File: src/design/mpe_pkg.sv
// ----------------------------------------------------------------------------
// mpe_pkg: shared types and constants for the matrix product element
// Holds the field widths, operation and register codes, the controller
// state type and the command and status bundles between the modules.
// ----------------------------------------------------------------------------
package mpe_pkg;

    // Field widths of the stream words.
    localparam int DATA_W  = 32;
    localparam int IDX_W   = 8;
    localparam int OP_W    = 2;
    localparam int DIM_W   = 5;
    // Width used for range checks against the store depth.
    localparam int CHK_W   = 16;
    // Width of the row base (quotient times inner length).
    localparam int BASE_W  = IDX_W + DIM_W;
    // Width of the divider step counter.
    localparam int DIVC_W  = $clog2(IDX_W);

    // Operation codes carried in the input word's user field.
    localparam logic [OP_W-1:0] OP_WRITE_LEFT  = 2'd0;
    localparam logic [OP_W-1:0] OP_WRITE_RIGHT = 2'd1;
    localparam logic [OP_W-1:0] OP_QUERY       = 2'd2;

    // Register indexes on the configuration port.
    localparam logic REG_INNER_LEN = 1'b0;
    localparam logic REG_OUT_COLS  = 1'b1;

    // Reset value of both dimension registers.
    localparam logic [DIM_W-1:0] DIM_RESET = 5'd16;

    // Controller states.
    typedef enum logic [2:0] {
        ST_IDLE,
        ST_DIVIDE,
        ST_BASE,
        ST_TEST,
        ST_MAC,
        ST_DRAIN
    } state_t;

    // Commands from the controller to the datapath.
    typedef struct packed {
        logic write_left;
        logic write_right;
        logic start;
        logic div_step;
        logic base;
        logic test;
        logic issue;
        logic load_out;
    } ctrl_cmd_t;

    // Status from the datapath to the controller.
    typedef struct packed {
        logic div_last;
        logic range_err;
        logic issue_last;
        logic pipe_busy;
        logic out_free;
    } ctrl_status_t;

endpackage

File: src/design/mpe_regs.sv
// ----------------------------------------------------------------------------
// mpe_regs: configuration registers
// APB-style access to the inner length and output column registers, and
// the clamped dimensions that the datapath works with.
// ----------------------------------------------------------------------------
module mpe_regs #(
    parameter int MAX_DIM = 16
) (
    input  logic                          aclk,
    input  logic                          aresetn,
    input  logic                          psel,
    input  logic                          penable,
    input  logic                          pwrite,
    input  logic [2:0]                    paddr,
    input  logic [31:0]                   pwdata,
    output logic [31:0]                   prdata,
    output logic                          pready,
    output logic [mpe_pkg::DIM_W-1:0]     inner_dim,
    output logic [mpe_pkg::DIM_W-1:0]     cols_dim
);

    logic [mpe_pkg::DIM_W-1:0] inner_len_reg, inner_len_next;
    logic [mpe_pkg::DIM_W-1:0] out_cols_reg,  out_cols_next;
    logic                      wr_en;
    logic                      reg_sel;

    assign pready  = 1'b1;
    assign reg_sel = paddr[2];
    assign wr_en   = psel & penable & pwrite & pready;

    // Register write decode.
    always_comb begin
        inner_len_next = inner_len_reg;
        out_cols_next  = out_cols_reg;
        if (wr_en) begin
            case (reg_sel)
                mpe_pkg::REG_INNER_LEN: inner_len_next = pwdata[mpe_pkg::DIM_W-1:0];
                mpe_pkg::REG_OUT_COLS:  out_cols_next  = pwdata[mpe_pkg::DIM_W-1:0];
                default: ;
            endcase
        end
    end

    always_ff @(posedge aclk) begin
        if (!aresetn) begin
            inner_len_reg <= mpe_pkg::DIM_RESET;
            out_cols_reg  <= mpe_pkg::DIM_RESET;
        end else begin
            inner_len_reg <= inner_len_next;
            out_cols_reg  <= out_cols_next;
        end
    end

    // Read back the stored bits.
    always_comb begin
        case (reg_sel)
            mpe_pkg::REG_INNER_LEN: prdata = 32'(inner_len_reg);
            mpe_pkg::REG_OUT_COLS:  prdata = 32'(out_cols_reg);
            default:                prdata = '0;
        endcase
    end

    // A zero dimension acts as one, and a dimension above the limit as the limit.
    function automatic logic [mpe_pkg::DIM_W-1:0] clamp_dim(
        input logic [mpe_pkg::DIM_W-1:0] v
    );
        logic [mpe_pkg::DIM_W-1:0] r;
        r = v;
        if (v == '0) begin
            r = mpe_pkg::DIM_W'(1);
        end else if ({2'b00, v} > 7'(MAX_DIM)) begin
            r = mpe_pkg::DIM_W'(MAX_DIM);
        end
        return r;
    endfunction

    assign inner_dim = clamp_dim(inner_len_reg);
    assign cols_dim  = clamp_dim(out_cols_reg);

endmodule

File: config.mk
export PLATFORM = sky130hd
export DESIGN_NAME = mpe_regs
export DESIGN_NICKNAME = d
export VERILOG_FILES = /design/src/design/mpe_pkg.sv /design/src/design/mpe_regs.sv
export SDC_FILE = /design/constraint.sdc
export NUM_CORES = 1
export LEC_CHECK = 0
export ABC_CLOCK_PERIOD_IN_PS = 1700
export BUFFER_PORTS_ARGS = -buffer_cell sky130_fd_sc_hd__buf_2
export CAP_MARGIN = 20
export CELL_PAD_IN_SITES_DETAIL_PLACEMENT = 0
export CELL_PAD_IN_SITES_GLOBAL_PLACEMENT = 1
export CORE_AREA = 8 8 67 69
export CTS_CLUSTER_SIZE = 10
export DETAILED_ROUTE_END_ITERATION = 8
export DIE_AREA = 0 0 75 77
export PLACE_DENSITY_LB_ADDON = 0.08
export SYNTH_ARGS = -nofsm -noshare
export SYNTH_HDL_FRONTEND = slang
export SYNTH_SLANG_ARGS = --single-unit
File: constraint.sdc
create_clock -name aclk -period 1.7 [get_ports aclk]
set_clock_uncertainty 0.1 [all_clocks]
set_input_delay 0.34 -clock aclk [delete_from_list [all_inputs] [get_ports aclk]]
set_output_delay 0.34 -clock aclk [all_outputs]
set_load 0.02 [all_outputs]
==> impl_metrics.yaml <==
drt:
  drc: 0
  viasPerCell: 3.53
  firstDrtPassIters: 4
  antenna_left: 0
  wl_per_cell_um: 12.1
  wl_um: 1970
  initialDrtViolationCount: 10
  via_count: 576
global_route:
  track_usage_pct: 6.43
  grt_first_pass_wirelength_um: 2800
  gr-total-overflow: 0
  grt_pass1_vias: 574
  antenna_found_initial: 0
  grt_max_degree: 16
worst_setup_path:
  endpoint: "cols_dim[0]"
  rr_startpoint: "out_cols_reg[4]"
  r2r_slack_ps: 810
  cpMaxStageDelayCell: "or3_4"
  rr_endpoint: "out_cols_reg[4]"
  worstSetupStartpoint: "out_cols_reg[1]"
  critPathMaxFanout: 2
  endpoint_kind: "primary output"
  critPathRequiredTime_ps: 1260
  crit_type: "reg2out"
  reg2regPathDepth: 2
  slowest_delay_ps: 390
  path_cells: "or3_4 -> a21oi_4 -> buf_6"
  crit_path_start_kind: "flop"
  critPathArrivalTime_ps: 1260
yosys:
  syn_area_per_cell_um2: 8.46
  ys_types: 17
  syn_inst: 91
  yosysWarnings: 0
  yosysSeqAreaShare_pct: 26.0
  syn_area_um2: 769
  synth-seq-cells: 10
finish:
  drive_gt1_share_pct: 38.3
  final_area_um2: 908
  area_growth_pct: 18.0
  n_fill_cell: 412
  mostFrequentLayoutCells: "28 x conb_1, 23 x buf_2, 13 x nand2_1"
  seq_area_um2: 205
  final_util_pct: 26.0
  diodes: 0
  multi_input_area_um2: 447
  layout_commonest_cell: "conb_1"
  final_nets: 156
floorplanning:
  core_area_um2: 3500
  io_pins: 83
  die_area_um2: 5780
  rows: 22
  die_h_um: 77
  start_util_pct: 22.0
  die_x_um: 75
placement:
  place_area_um2: 815
  gp_congestion: 0.640
  dp_hpwl_um: 1610
  portBuffers: 25
  place_worst_setup_slack_ps: 186
power_and_ir_drop:
  power_density_nw_per_um2: 648
  total_power_uw: 589
  peakVddDrop_v: 0.000178
  p_leak_nw: 0.466
timing:
  setup_viol: 1
  hold_violations: 0
  fin_crit_sh_pct: 100
  finalWorstSetupSlack_ps: -0.841
  timing.fmax_ghz: 0.588
  rsz0062_at_grt: "true"
  final.min_clock_period_ps: 1700
  maxSlewViolCount: 0
run_status:
  outcome: "complete, but fails checks"
  violations: "negative setup slack"
clock_network:
  clkLatencyLatePin_ps: 270
  cts_tree: "built"
  htreeDepth: 1
  holdBufCountCts: 0
  cts_buffer_depth: 2
  cts_buffers: 3
  cts_root_buf: "clkbuf_4"
  clk_transition_reported_paths_ps: 70
  cts.sinks: 10
hold_path:
  hold_start: "pwdata[3]"
  hold_class: "in2reg"
job:
  max-cap-violations: 0
Yosys cell counts (all sizes together):
library cell  instances  area (um^2)
buf                  31          238
conb                  2         7.51
mux2i                10          100
a21oi                 2         10.0
and4b                 1         10.0
nor2b                 9         56.3
dfxtp                10          200
nand4b                1         8.76
clkbuf                2         7.51
nand2                13         48.8
mux2                  4         45.0
nand4                 1         12.5
inv                   2         7.51
o21ai                 1         5.00
or3                   2         12.5
kinds of logic (layout without fill, tap and decap cells):
kind of cell	after synthesis	after routing	synth area share, %
buf+inv	35	33	32.8
simple gates	27	27	19.3
mux	14	14	18.9
flops	10	10	26.0
compound gates	3	3	1.95
other cells	2	28	0.976
power breakdown:
group / internal [mW] / switching (mW)
combinational: 0.0313 / 0.0916
clock: 0.130 / 0.0905
sequential: 0.240 / 0.00575
per-stage QoR:
stage	hold slack, ps	TNS [ps]	std cells
2_1_floorplan	338	0	117
3_3_place_gp	351	0	158
3_5_place_dp	358	0	158
4_1_cts	233	-3.86	163
5_1_grt	242	-84.5	163
6_report	237	-0.841	163
routing by layer:
metal | track usage (%) | vias up | wire length, um
met5 | 0 | - | 0
met4 | 4.12 | 0 | 29
met3 | 1.82 | 2 | 209
met2 | 10.9 | 27 | 953
met1 | 6.57 | 263 | 781
li1 | - | 284 | -
critical path: cells and delay by family, from the launching register on:
kind                   cells  cell delay, ps
and+or+nand+nor            1             390
DFF                        1             320
AOI/OAI and AO/OA          1             160
buffers and inverters      1             130
cell type report:
cell class	instances	area share (%)
repair buffers	27	16.8
multi-input cells	72	49.2
well taps	48	6.61
flip-flops and latches	10	22.6
inverters	2	0.826
clock buffers	4	3.99
repair_timing:
action,in CTS,in global routing
gates cloned,0,0
pin swaps,4,1
hold endpoints to repair,0,0
setup buffers,1,0
setup endpoints to repair,2,2
resized for setup,9,5
how the worst min path moves through the flow:
stage / end / slack, ps / cells past startpoint
after CTS: inner_len_reg[2] / 230 / 3
after floorplan: inner_len_reg[0] / 340 / 2
final: out_cols_reg[3] / 240 / 3
after global placement: inner_len_reg[0] / 350 / 2
after detailed placement: inner_len_reg[0] / 360 / 2
after global routing: out_cols_reg[4] / 240 / 3
No activity file was read; power rests on OpenSTA's default activity.
