--- src/design/mpe_pkg.sv ---
// ----------------------------------------------------------------------------
// mpe_pkg: shared types and constants for the matrix product element
// Holds the field widths, operation and register codes, the controller
// state type and the command and status bundles between the modules.
// ----------------------------------------------------------------------------
package mpe_pkg;

    // Field widths of the stream words.
    localparam int DATA_W  = 32;
    localparam int IDX_W   = 8;
    localparam int OP_W    = 2;
    localparam int DIM_W   = 5;
    // Width used for range checks against the store depth.
    localparam int CHK_W   = 16;
    // Width of the row base (quotient times inner length).
    localparam int BASE_W  = IDX_W + DIM_W;
    // Width of the divider step counter.
    localparam int DIVC_W  = $clog2(IDX_W);

    // Operation codes carried in the input word's user field.
    localparam logic [OP_W-1:0] OP_WRITE_LEFT  = 2'd0;
    localparam logic [OP_W-1:0] OP_WRITE_RIGHT = 2'd1;
    localparam logic [OP_W-1:0] OP_QUERY       = 2'd2;

    // Register indexes on the configuration port.
    localparam logic REG_INNER_LEN = 1'b0;
    localparam logic REG_OUT_COLS  = 1'b1;

    // Reset value of both dimension registers.
    localparam logic [DIM_W-1:0] DIM_RESET = 5'd16;

    // Controller states.
    typedef enum logic [2:0] {
        ST_IDLE,
        ST_DIVIDE,
        ST_BASE,
        ST_TEST,
        ST_MAC,
        ST_DRAIN
    } state_t;

    // Commands from the controller to the datapath.
    typedef struct packed {
        logic write_left;
        logic write_right;
        logic start;
        logic div_step;
        logic base;
        logic test;
        logic issue;
        logic load_out;
    } ctrl_cmd_t;

    // Status from the datapath to the controller.
    typedef struct packed {
        logic div_last;
        logic range_err;
        logic issue_last;
        logic pipe_busy;
        logic out_free;
    } ctrl_status_t;

endpackage

--- src/design/mpe_ctrl.sv ---
// ----------------------------------------------------------------------------
// mpe_ctrl: sequencing controller
// Accepts input words, steps the datapath through division, range check,
// multiply-accumulate and result hand-off for each query.
// ----------------------------------------------------------------------------
module mpe_ctrl (
    input  logic                        aclk,
    input  logic                        aresetn,
    input  logic                        s_tvalid,
    input  logic [mpe_pkg::OP_W-1:0]    op,
    output logic                        s_tready,
    input  mpe_pkg::ctrl_status_t       status,
    output mpe_pkg::ctrl_cmd_t          cmd
);

    mpe_pkg::state_t state_reg, state_next;
    logic            accept;

    assign s_tready = (state_reg == mpe_pkg::ST_IDLE);
    assign accept   = s_tvalid & s_tready;

    // Next state.
    always_comb begin
        state_next = state_reg;
        case (state_reg)
            mpe_pkg::ST_IDLE: begin
                if (accept && op == mpe_pkg::OP_QUERY) state_next = mpe_pkg::ST_DIVIDE;
            end
            mpe_pkg::ST_DIVIDE: begin
                if (status.div_last) state_next = mpe_pkg::ST_BASE;
            end
            mpe_pkg::ST_BASE: begin
                state_next = mpe_pkg::ST_TEST;
            end
            mpe_pkg::ST_TEST: begin
                state_next = status.range_err ? mpe_pkg::ST_DRAIN : mpe_pkg::ST_MAC;
            end
            mpe_pkg::ST_MAC: begin
                if (status.issue_last) state_next = mpe_pkg::ST_DRAIN;
            end
            mpe_pkg::ST_DRAIN: begin
                if (!status.pipe_busy && status.out_free) state_next = mpe_pkg::ST_IDLE;
            end
            default: state_next = mpe_pkg::ST_IDLE;
        endcase
    end

    always_ff @(posedge aclk) begin
        if (!aresetn) begin
            state_reg <= mpe_pkg::ST_IDLE;
        end else begin
            state_reg <= state_next;
        end
    end

    // Datapath commands.
    always_comb begin
        cmd = '0;
        case (state_reg)
            mpe_pkg::ST_IDLE: begin
                cmd.write_left  = accept && (op == mpe_pkg::OP_WRITE_LEFT);
                cmd.write_right = accept && (op == mpe_pkg::OP_WRITE_RIGHT);
                cmd.start       = accept && (op == mpe_pkg::OP_QUERY);
            end
            mpe_pkg::ST_DIVIDE: cmd.div_step = 1'b1;
            mpe_pkg::ST_BASE:   cmd.base     = 1'b1;
            mpe_pkg::ST_TEST:   cmd.test     = 1'b1;
            mpe_pkg::ST_MAC:    cmd.issue    = 1'b1;
            mpe_pkg::ST_DRAIN:  cmd.load_out = !status.pipe_busy && status.out_free;
            default: ;
        endcase
    end

endmodule

--- config.mk ---
export PLATFORM = sky130hd
export DESIGN_NAME = mpe_ctrl
export DESIGN_NICKNAME = d
export VERILOG_FILES = /design/src/design/mpe_pkg.sv /design/src/design/mpe_ctrl.sv
export SDC_FILE = /design/constraint.sdc
export NUM_CORES = 1
export LEC_CHECK = 0
export BUFFER_PORTS_ARGS = -buffer_cell sky130_fd_sc_hd__buf_2
export CAP_MARGIN = 5
export CORE_AREA = 10 10 47 49
export CTS_BUF_LIST = sky130_fd_sc_hd__clkbuf_4 sky130_fd_sc_hd__clkbuf_8
export CTS_CLUSTER_DIAMETER = 120
export DETAILED_ROUTE_END_ITERATION = 12
export DIE_AREA = 0 0 57 59
export PLACE_DENSITY_LB_ADDON = 0.08
export SLEW_MARGIN = 25
export SYNTH_ARGS = -nofsm -noshare
export SYNTH_HDL_FRONTEND = slang
export SYNTH_SLANG_ARGS = --single-unit
--- constraint.sdc ---
create_clock -name aclk -period 2.7 [get_ports aclk]
set_clock_uncertainty 0.2 [all_clocks]
set_input_delay 0.81 -clock aclk [delete_from_list [all_inputs] [get_ports aclk]]
set_output_delay 0.81 -clock aclk [all_outputs]
set_load 0.005 [all_outputs]
==> results.cfg, run 1 <==
[final_layout]
largest_register_ff_count = 3
final_layout_size_suffix_gt1_share_pct = 50.98
final_net_count = 62
post_route_design_area_um2 = 401.6
syn_to_final_growth_pct = 46.58
antenna_cells_inserted = 0
final-instance-count-excl-fill = 67
fin_util_pct = 28.66

[synthesis]
ys_seq_area_share_pct = 21.92
yosys-top-cells-area = sky130_fd_sc_hd__dfxtp_1 22%, sky130_fd_sc_hd__a22oi_4 7.8%, sky130_fd_sc_hd__and4b_1 7.3%
asyncSetResetFlopFracSynth_pct = 0
synth_fp_nets = 41
netlist.area_leader.share_pct = 21.92
synthTopCellsByCount = 3 x sky130_fd_sc_hd__dfxtp_1, 3 x sky130_fd_sc_hd__nor2_1
synth_enable_flop_cells = 0
yosys_warnings = 0
syn-mean-instance-area_um2 = 8.839
most_instantiated_flip_flop_cell_in_the_synthesis_netlist = sky130_fd_sc_hd__dfxtp_1
netlist-cell-type-count = 23
synth_area_leader_cell = sky130_fd_sc_hd__dfxtp_1
postSynthCellCount = 31
synthesis.area_um2 = 274.0
synth-seq-cells = 3

[timing]
highest_clock_frequency_the_design_can_meet_mhz = 406.9
final-setup-viol-count = 0
finalCritPeriodShare_pct = 91.01
fin_crit_ps = 2457
setup-tns-final_ps = 0
setup_repair_after_global_routing_missed_its_margin = false
timing_worst_slew_pin_value_ps = 377.5
max_slew_margin_pct = 74.80
post-route-worst-setup-slack_ps = 242.6
final-max-slew-violation-count = 0
finalHoldViolations = 0
hold_slack_ps = 480.7

[floorplanning]
top_level_ports = 19
initial_utilization_pct = 19.55
design.core.area_um2 = 1401
die_height_um = 59
die_w_um = 57
die_area_um2 = 3363
std_cell_rows = 14

[global_route]
grt_overflow_total = 0
vias_in_the_first_global_route = 348
grt_usage_pct = 5.438
wire_length_of_the_first_global_routing_pass_um = 1442
initial_antenna_violation_count = 0
use_met2_pct = 8.992
met3_usage_pct = 2.361
gr-max-usage-layer = met2
grt_use_met1_pct = 4.970
grt_start_max_net_pins = 12

[placement]
dpl-instance-area_um2 = 371.6
place_congestion = 0.7411
placed_cells_incl_taps = 63
place.port_buffers = 18
detailedPlace.worstSlack_ps = 233.4

[cts]
clk_root_buffer_cell = sky130_fd_sc_hd__clkbuf_4
cts-buffers-inserted = 3
clk_transition_reported_paths_ps = 40
cts_setup_buffers = 0
cts.path.max_buffers = 2
cts_max_level = 1
cts_resized = 0
clock_tree_from_tritoncts = yes
cts_num_sinks = 3
clock_latency_ps = 230
cts-hold-fix-buffers = 0

[route]
drt-pass1-iter-count = 3
dr.first_iter.drc_count = 1
drt-vias-per-instance = 4.522
dr_total_vias = 303
wire_per_inst_um = 12.54
remaining_drc_errors = 0
sum_of_routed_wire_length_over_all_layers_um = 840
antenna_violating_nets_post_route = 0

[power_and_ir_drop]
cellLeakagePower_nw = 0.2044
total_power_divided_by_cell_area_nw_per_um2 = 817.1
worst_ir_drop_vdd_v = 0.0002503
finalPower_mw = 0.3282

[critical_path]
slowest_cell_on_crit_path = sky130_fd_sc_hd__nand3b_1
setup.worst_path.end_class = primary output
crit_arrival_ps = 1450
regToRegEndpoint = state_reg[2]
critical_path.startpoint_type = primary input
path_buf_inv = 2
setup.reg_to_reg.worst_slack_ps = 1070
crit_top_cell = sky130_fd_sc_hd__buf_2
worstRegToRegCells = 3
slowest_delay_ps = 210
worst-setup-path-type = primary input to primary output
critical_path.max_fanout = 3
path_delay_family = simple AND/OR/NAND/NOR gates
reg2reg_from = state_reg[2]
critical_path.cell_chain = buf_2, nand3b_1, nor4_1, buf_2
required_ps = 1690

[flow_run]
max-cap-violations = 0

[status]
outcome = completed

[worst_hold_path]
hold_end = state_reg[2]
timing.hold.worst.start = state_reg[2]
worstHoldPathCells = 2
hold_path_class = register to register
[final cells by class]
cell class / instances / area (um^2)
clock buffers: 4 / 30.03
fillers: 166 / 999.7
inverters: 2 / 7.507
multi-input cells: 24 / 193.9
flip-flops and latches: 3 / 60.06
well taps: 16 / 20.02
repair buffers: 18 / 90.09
[tightest hold or removal path, delay by kind of cell, from the launching register on]
family          cells  cell delay [ps]
flops               1              410
compound gates      2              220
[logic make-up after synthesis]
kind of cell    after synthesis  synth area share [%]
compound gates                7                 22.83
buf+inv                       4                 7.306
flops                         3                 21.92
simple gates                 17                 47.95
[worst max path at each step]
stage,cells after the start,endpoint,slack (ps),start
final,4,cmd[5],240,op[0]
after global routing,4,cmd[5],150,op[0]
after CTS,4,cmd[5],220,op[0]
after detailed placement,4,cmd[5],230,op[0]
after global placement,4,cmd[5],260,op[0]
after floorplan,2,cmd[5],450,op[0]
[routing by layer]
metal / part of all wire (%) / vias to the layer above
li1: - / 154
met1: 44 / 137
met2: 50 / 12
met3: 5.5 / 0
met4: 0 / 0
met5: 0 / -
[where the power goes]
group	leakage [nW]	internal, mW	switching, mW
logic	0.161	0.0785	0.0689
registers	0.0246	0.0576	0.0357
clock network	0.0184	0.0653	0.0222
[cell usage in the layout (no fill, tap or decap), drive strengths merged]
master,Yosys,layout
nand3b,1,1
dfxtp,3,3
buf,2,18
and2b,1,1
nor3b,2,2
nand2b,1,1
clkbuf,0,4
nor2b,1,1
nor4,1,1
a211o,1,1
and4b,2,2
a22oi,1,1
and4bb,1,1
inv,2,2
nor3,1,1
a22o,1,1
nand2,2,2
nor2,3,3
a21oi,2,2
and3b,1,1
o21ai,1,1
a311oi,1,1
(Power assumes the default switching activity.)
==> inputs of run 2 (changes only) <==
Settings changed: BUFFER_PORTS_ARGS -buffer_cell sky130_fd_sc_hd__buf_2 to -buffer_cell sky130_fd_sc_hd__buf_4, CELL_PAD_IN_SITES_DETAIL_PLACEMENT from default to 1, CELL_PAD_IN_SITES_GLOBAL_PLACEMENT from default to 1.
==> run 2 against run 1 <==
  * First-iteration DRC count rose to 7.0 times the previous value
  * Critical path depth unchanged
  * Cell area up 11%
  * Wire length up 17%
  * Hold slack better by 8.8 ps
  * Count of clock-buffer cells in the layout unchanged
  * Fmax down 1.1%
  * Cell count unchanged
  * Setup slack worse by 27 ps
  * Register-to-register slack about the same
  * Non-clock buffer count unchanged
  * Sequential share of layout area down 1.5 points
==> results.cfg, run 2 (synthesis results as in run 1) <==
[cts]
clock_tree_from_tritoncts = yes
clock_latency_ps = 230
cts-hold-fix-buffers = 0
clk_transition_reported_paths_ps = 40
cts.path.max_buffers = 2
cts_num_sinks = 3
cts-buffers-inserted = 3
clk_root_buffer_cell = sky130_fd_sc_hd__clkbuf_4
cts_max_level = 1
cts_setup_buffers = 0
cts_resized = 0

[timing]
timing_worst_slew_pin_value_ps = 383.0
final-max-slew-violation-count = 0
setup_repair_after_global_routing_missed_its_margin = false
setup-tns-final_ps = 0
highest_clock_frequency_the_design_can_meet_mhz = 402.5
final-setup-viol-count = 0
fin_crit_ps = 2484
post-route-worst-setup-slack_ps = 215.6
max_slew_margin_pct = 74.43
finalCritPeriodShare_pct = 92.02
finalHoldViolations = 0

[placement]
place.port_buffers = 18
placed_cells_incl_taps = 63
place_congestion = 0.6711
detailed_place_hpwl_um = 788.1
detailedPlace.worstSlack_ps = 201.0

[floorplanning]
std_cell_rows = 14
top_level_ports = 19
die_height_um = 59
design.core.area_um2 = 1401
die_area_um2 = 3363
initial_utilization_pct = 19.55
die_w_um = 57

[power_and_ir_drop]
total_power_divided_by_cell_area_nw_per_um2 = 790.7
switchingPower_mw = 0.1341
clk_pwr_share_pct = 25.0
finalPower_mw = 0.3532
p_sw_share_pct = 37.96
worst_ir_drop_vdd_v = 0.0001826
seqPwrFrac_pct = 26.7
fraction_of_power_consumed_by_combinational_cells_pct = 48.3
internal_power_mw = 0.2191
cellLeakagePower_nw = 0.2135

[status]
outcome = completed

[route]
remaining_drc_errors = 0
antenna_violating_nets_post_route = 0
dr.first_iter.drc_count = 7
wire_per_inst_um = 14.69
drt-vias-per-instance = 4.910
drt-pass1-iter-count = 4
sum_of_routed_wire_length_over_all_layers_um = 984
dr_total_vias = 329

[global_route]
wire_length_of_the_first_global_routing_pass_um = 1621
grt_overflow_total = 0
initial_antenna_violation_count = 0
grt_usage_pct = 6.269
vias_in_the_first_global_route = 351
grt_start_max_net_pins = 12

[critical_path]
reg2reg_from = state_reg[2]
critical_path.startpoint_type = primary input
worst-setup-path-type = primary input to primary output
critical_path.max_fanout = 3
crit_arrival_ps = 1470
setup.worst_path.end_class = primary output
required_ps = 1690
critical_path.startpoint = op[0]

[final_layout]
largest_register_ff_count = 3
final_net_count = 62
final-instance-count-excl-fill = 67
fill_cells = 192
layout.cells.most_common_list = 18 x sky130_fd_sc_hd__buf_4, 4 x sky130_fd_sc_hd__clkbuf_4, 3 x sky130_fd_sc_hd__nor2_1, 3 x sky130_fd_sc_hd__dfxtp_1
layout.cells.most_common = sky130_fd_sc_hd__buf_4
antenna_cells_inserted = 0
final_layout_size_suffix_gt1_share_pct = 50.98
syn_to_final_growth_pct = 63.01

[worst_hold_path]
timing.hold.worst.start = state_reg[2]
hold_path_class = register to register

[flow_run]
max-cap-violations = 0
run 2: cell counts in the layout (fill, tap and decap cells not counted):
Identical to the previous run, type by type.
run 2: per-stage QoR:
stage	utilization [%]	hold WS [ps]	area (um^2)
finish	31.87	489.6	446.7
detailed placement	29.73	472.7	416.7
global placement	29.73	457.3	416.7
CTS	31.87	479.4	446.7
floorplan	-	438.5	274.0
global route	31.87	540.8	446.7
run 2: worst max-delay path, cell delays in order:
cell,delay [ps]
sky130_fd_sc_hd__buf_4,110
sky130_fd_sc_hd__nand3b_1,200
sky130_fd_sc_hd__nor4_1,190
sky130_fd_sc_hd__buf_4,160
run 2: power groups by stage:
stage                     clock network (mW)  registers (mW)  logic (mW)
after floorplan                            0          0.0723       0.123
after global placement                     0          0.0937       0.169
after detailed placement                   0          0.0947       0.174
after CTS                             0.0912          0.0939       0.175
after global routing                  0.0925           0.101       0.189
final                                 0.0882          0.0944       0.171
run 2: area by class of cell:
cell class / count / area, um^2 / share of cell area [%]
clock buffer: 4 / 30.03 / 6.723
multi-input combinational: 24 / 193.9 / 43.42
sequential: 3 / 60.06 / 13.45
inverter: 2 / 7.507 / 1.681
timing repair buffer: 18 / 135.1 / 30.25
tap: 16 / 20.02 / 4.482
run 2: per-layer routing:
metal	part of all wire, %	vias to the layer above	wire (um)	GRT usage, %
met5	0	-	0	0
met4	0	0	0	6.040
met3	14	0	138	3.648
met2	48	18	472	8.837
met1	38	155	373	6.302
li1	-	156	-	-
run 2: final timing paths:
path              depth (start not counted)           end  slack, ps
setup / recovery                          4        cmd[5]        220
hold / removal                            2  state_reg[2]        490
setup reg to reg                          4  state_reg[2]       1070
hold reg to reg                           2  state_reg[2]        490
==> inputs of run 3 (changes only) <==
--- a/config.mk
+++ b/config.mk
@@ -10,9 +10,9 @@
 export CELL_PAD_IN_SITES_DETAIL_PLACEMENT = 1
 export CELL_PAD_IN_SITES_GLOBAL_PLACEMENT = 1
-export CORE_AREA = 10 10 47 49
+export CORE_AREA = 2 2 39 41
 export CTS_BUF_LIST = sky130_fd_sc_hd__clkbuf_4 sky130_fd_sc_hd__clkbuf_8
 export CTS_CLUSTER_DIAMETER = 120
 export DETAILED_ROUTE_END_ITERATION = 12
-export DIE_AREA = 0 0 57 59
+export DIE_AREA = 0 0 41 43
 export PLACE_DENSITY_LB_ADDON = 0.08
 export SLEW_MARGIN = 25
==> constraint.sdc (replaced) <==
create_clock -name aclk -period 2.7 [get_ports aclk]
set_clock_uncertainty 0.2 [all_clocks]
set_input_delay 0.405 -clock aclk [delete_from_list [all_inputs] [get_ports aclk]]
set_output_delay 0.405 -clock aclk [all_outputs]
set_load 0.005 [all_outputs]
==> run 3 against run 2 <==
  * Clock power grew 0.6%
  * Total power shrank 1.3%
  * Cell area is the same
  * Non-clock buffer count is the same
  * Combinational power shrank 2%
  * First-iteration DRC count shrank 100%
  * Sequential power shrank 2%
  * Count of clock-buffer cells in the layout is the same
  * Global-route usage grew 5.3 points
  * Utilization grew 0.40 points
==> results.cfg, run 3 (synthesis results as in run 1) <==
[placement]
dpl-instance-area_um2 = 416.7
detailed_place_hpwl_um = 660.6
place_congestion = 0.6668
place.port_buffers = 18
placed_cells_incl_taps = 63

[route]
drt-vias-per-instance = 4.746
antenna_violating_nets_post_route = 0
dr.max_layer_used = met4
dr.first_iter.drc_count = 0
wl_met2_um = 443
drt-pass1-iter-count = 1
routed-wl-met3_um = 30
sum_of_routed_wire_length_over_all_layers_um = 802
met1_wire_length_um = 307
remaining_drc_errors = 0
dr_total_vias = 318
wire_per_inst_um = 11.97

[power_and_ir_drop]
total_power_divided_by_cell_area_nw_per_um2 = 780.7
cellLeakagePower_nw = 0.2135
finalPower_mw = 0.3487
worst_ir_drop_vdd_v = 0.0002166

[worst_hold_path]
timing.hold.worst.start = aresetn
hold_end = state_reg[2]
worstHoldPathCells = 3
hold_path_class = primary input to register

[final_layout]
syn_to_final_growth_pct = 63.01
largest_register_ff_count = 3
final_net_count = 62
final-instance-count-excl-fill = 67
post_route_design_area_um2 = 446.7
antenna_cells_inserted = 0
layout.cells.most_common = sky130_fd_sc_hd__buf_4
fill_cells = 181
layout.cells.most_common_list = 18 x sky130_fd_sc_hd__buf_4, 4 x sky130_fd_sc_hd__clkbuf_4, 3 x sky130_fd_sc_hd__nor2_1, 3 x sky130_fd_sc_hd__dfxtp_1
final_layout_size_suffix_gt1_share_pct = 50.98

[cts]
cts_num_sinks = 3
clock_tree_from_tritoncts = yes
clk_root_buffer_cell = sky130_fd_sc_hd__clkbuf_4
clk_transition_reported_paths_ps = 40
cts.path.max_buffers = 2
clock_latency_ps = 230
cts_max_level = 1
cts-hold-fix-buffers = 0
cts_resized = 0
cts_setup_buffers = 0
cts-buffers-inserted = 3

[critical_path]
setup.worst_path.end_class = primary output
critical_path.startpoint_type = register
crit_arrival_ps = 1360
setup.reg_to_reg.worst_slack_ps = 1090
worst-setup-path-type = register to primary output
reg2reg_from = state_reg[2]
required_ps = 2100
critical_path.max_fanout = 11
regToRegEndpoint = state_reg[2]
worstRegToRegCells = 4

[timing]
highest_clock_frequency_the_design_can_meet_mhz = 507.8
timing_worst_slew_pin_value_ps = 369.8
hold_slack_ps = 212.2
fin_crit_ps = 1969
setup-tns-final_ps = 0
final-max-slew-violation-count = 0
finalHoldViolations = 0
max_slew_margin_pct = 75.31
finalCritPeriodShare_pct = 72.93
setup_repair_after_global_routing_missed_its_margin = false
final-setup-viol-count = 0

[global_route]
grt_usage_pct = 11.52
grt_start_max_net_pins = 12
wire_length_of_the_first_global_routing_pass_um = 1373
initial_antenna_violation_count = 0
grt_overflow_total = 0
vias_in_the_first_global_route = 332

[floorplanning]
std_cell_rows = 14
initial_utilization_pct = 19.80
top_level_ports = 19
design.core.area_um2 = 1384
die_area_um2 = 1763
die_w_um = 41
die_height_um = 43

[flow_run]
max-cap-violations = 0

[status]
outcome = completed
[run 3: critical path, cell delays in order, from the launching register on]
cell and delay (ps):
sky130_fd_sc_hd__dfxtp_1 410, sky130_fd_sc_hd__nor3_2 360, sky130_fd_sc_hd__and4b_1 250, sky130_fd_sc_hd__buf_4 110
[run 3: worst max-delay path by stage]
stage	startpoint	to	cells after the start
4_1_cts	state_reg[0]	cmd[6]	3
3_5_place_dp	state_reg[2]	cmd[6]	3
6_report	state_reg[2]	cmd[6]	3
3_3_place_gp	op[0]	cmd[5]	4
2_1_floorplan	state_reg[2]	cmd[6]	3
5_1_grt	state_reg[0]	cmd[6]	3
[run 3: routing by layer]
layer | vias up | global-route usage [%]
met1 | 148 | 14.38
met2 | 12 | 18.13
met3 | 2 | 1.571
met4 | 0 | 6.000
met5 | - | 0
li1 | 156 | -
[run 3: report_power, final]
group          leakage [nW]  internal (mW)  switching, mW  total [mW]
Clock                0.0184         0.0654         0.0233      0.0887
Combinational         0.171         0.0961         0.0713       0.167
Sequential           0.0246         0.0576         0.0351      0.0926
[run 3: layout make-up]
type	count	area, um^2	area share, %
repair buffers	18	135.1	30.25
inverters	2	7.507	1.681
flip-flops and latches	3	60.06	13.45
clock buffers	4	30.03	6.723
multi-input cells	24	193.9	43.42
well taps	16	20.02	4.482
[run 3: through the flow]
step	worst slack, ps	util [%]
3_5_place_dp	959.8	30.11
2_1_floorplan	1107	-
4_1_cts	707.2	32.28
5_1_grt	620.5	32.28
3_3_place_gp	998.0	30.11
6_report	730.9	32.28
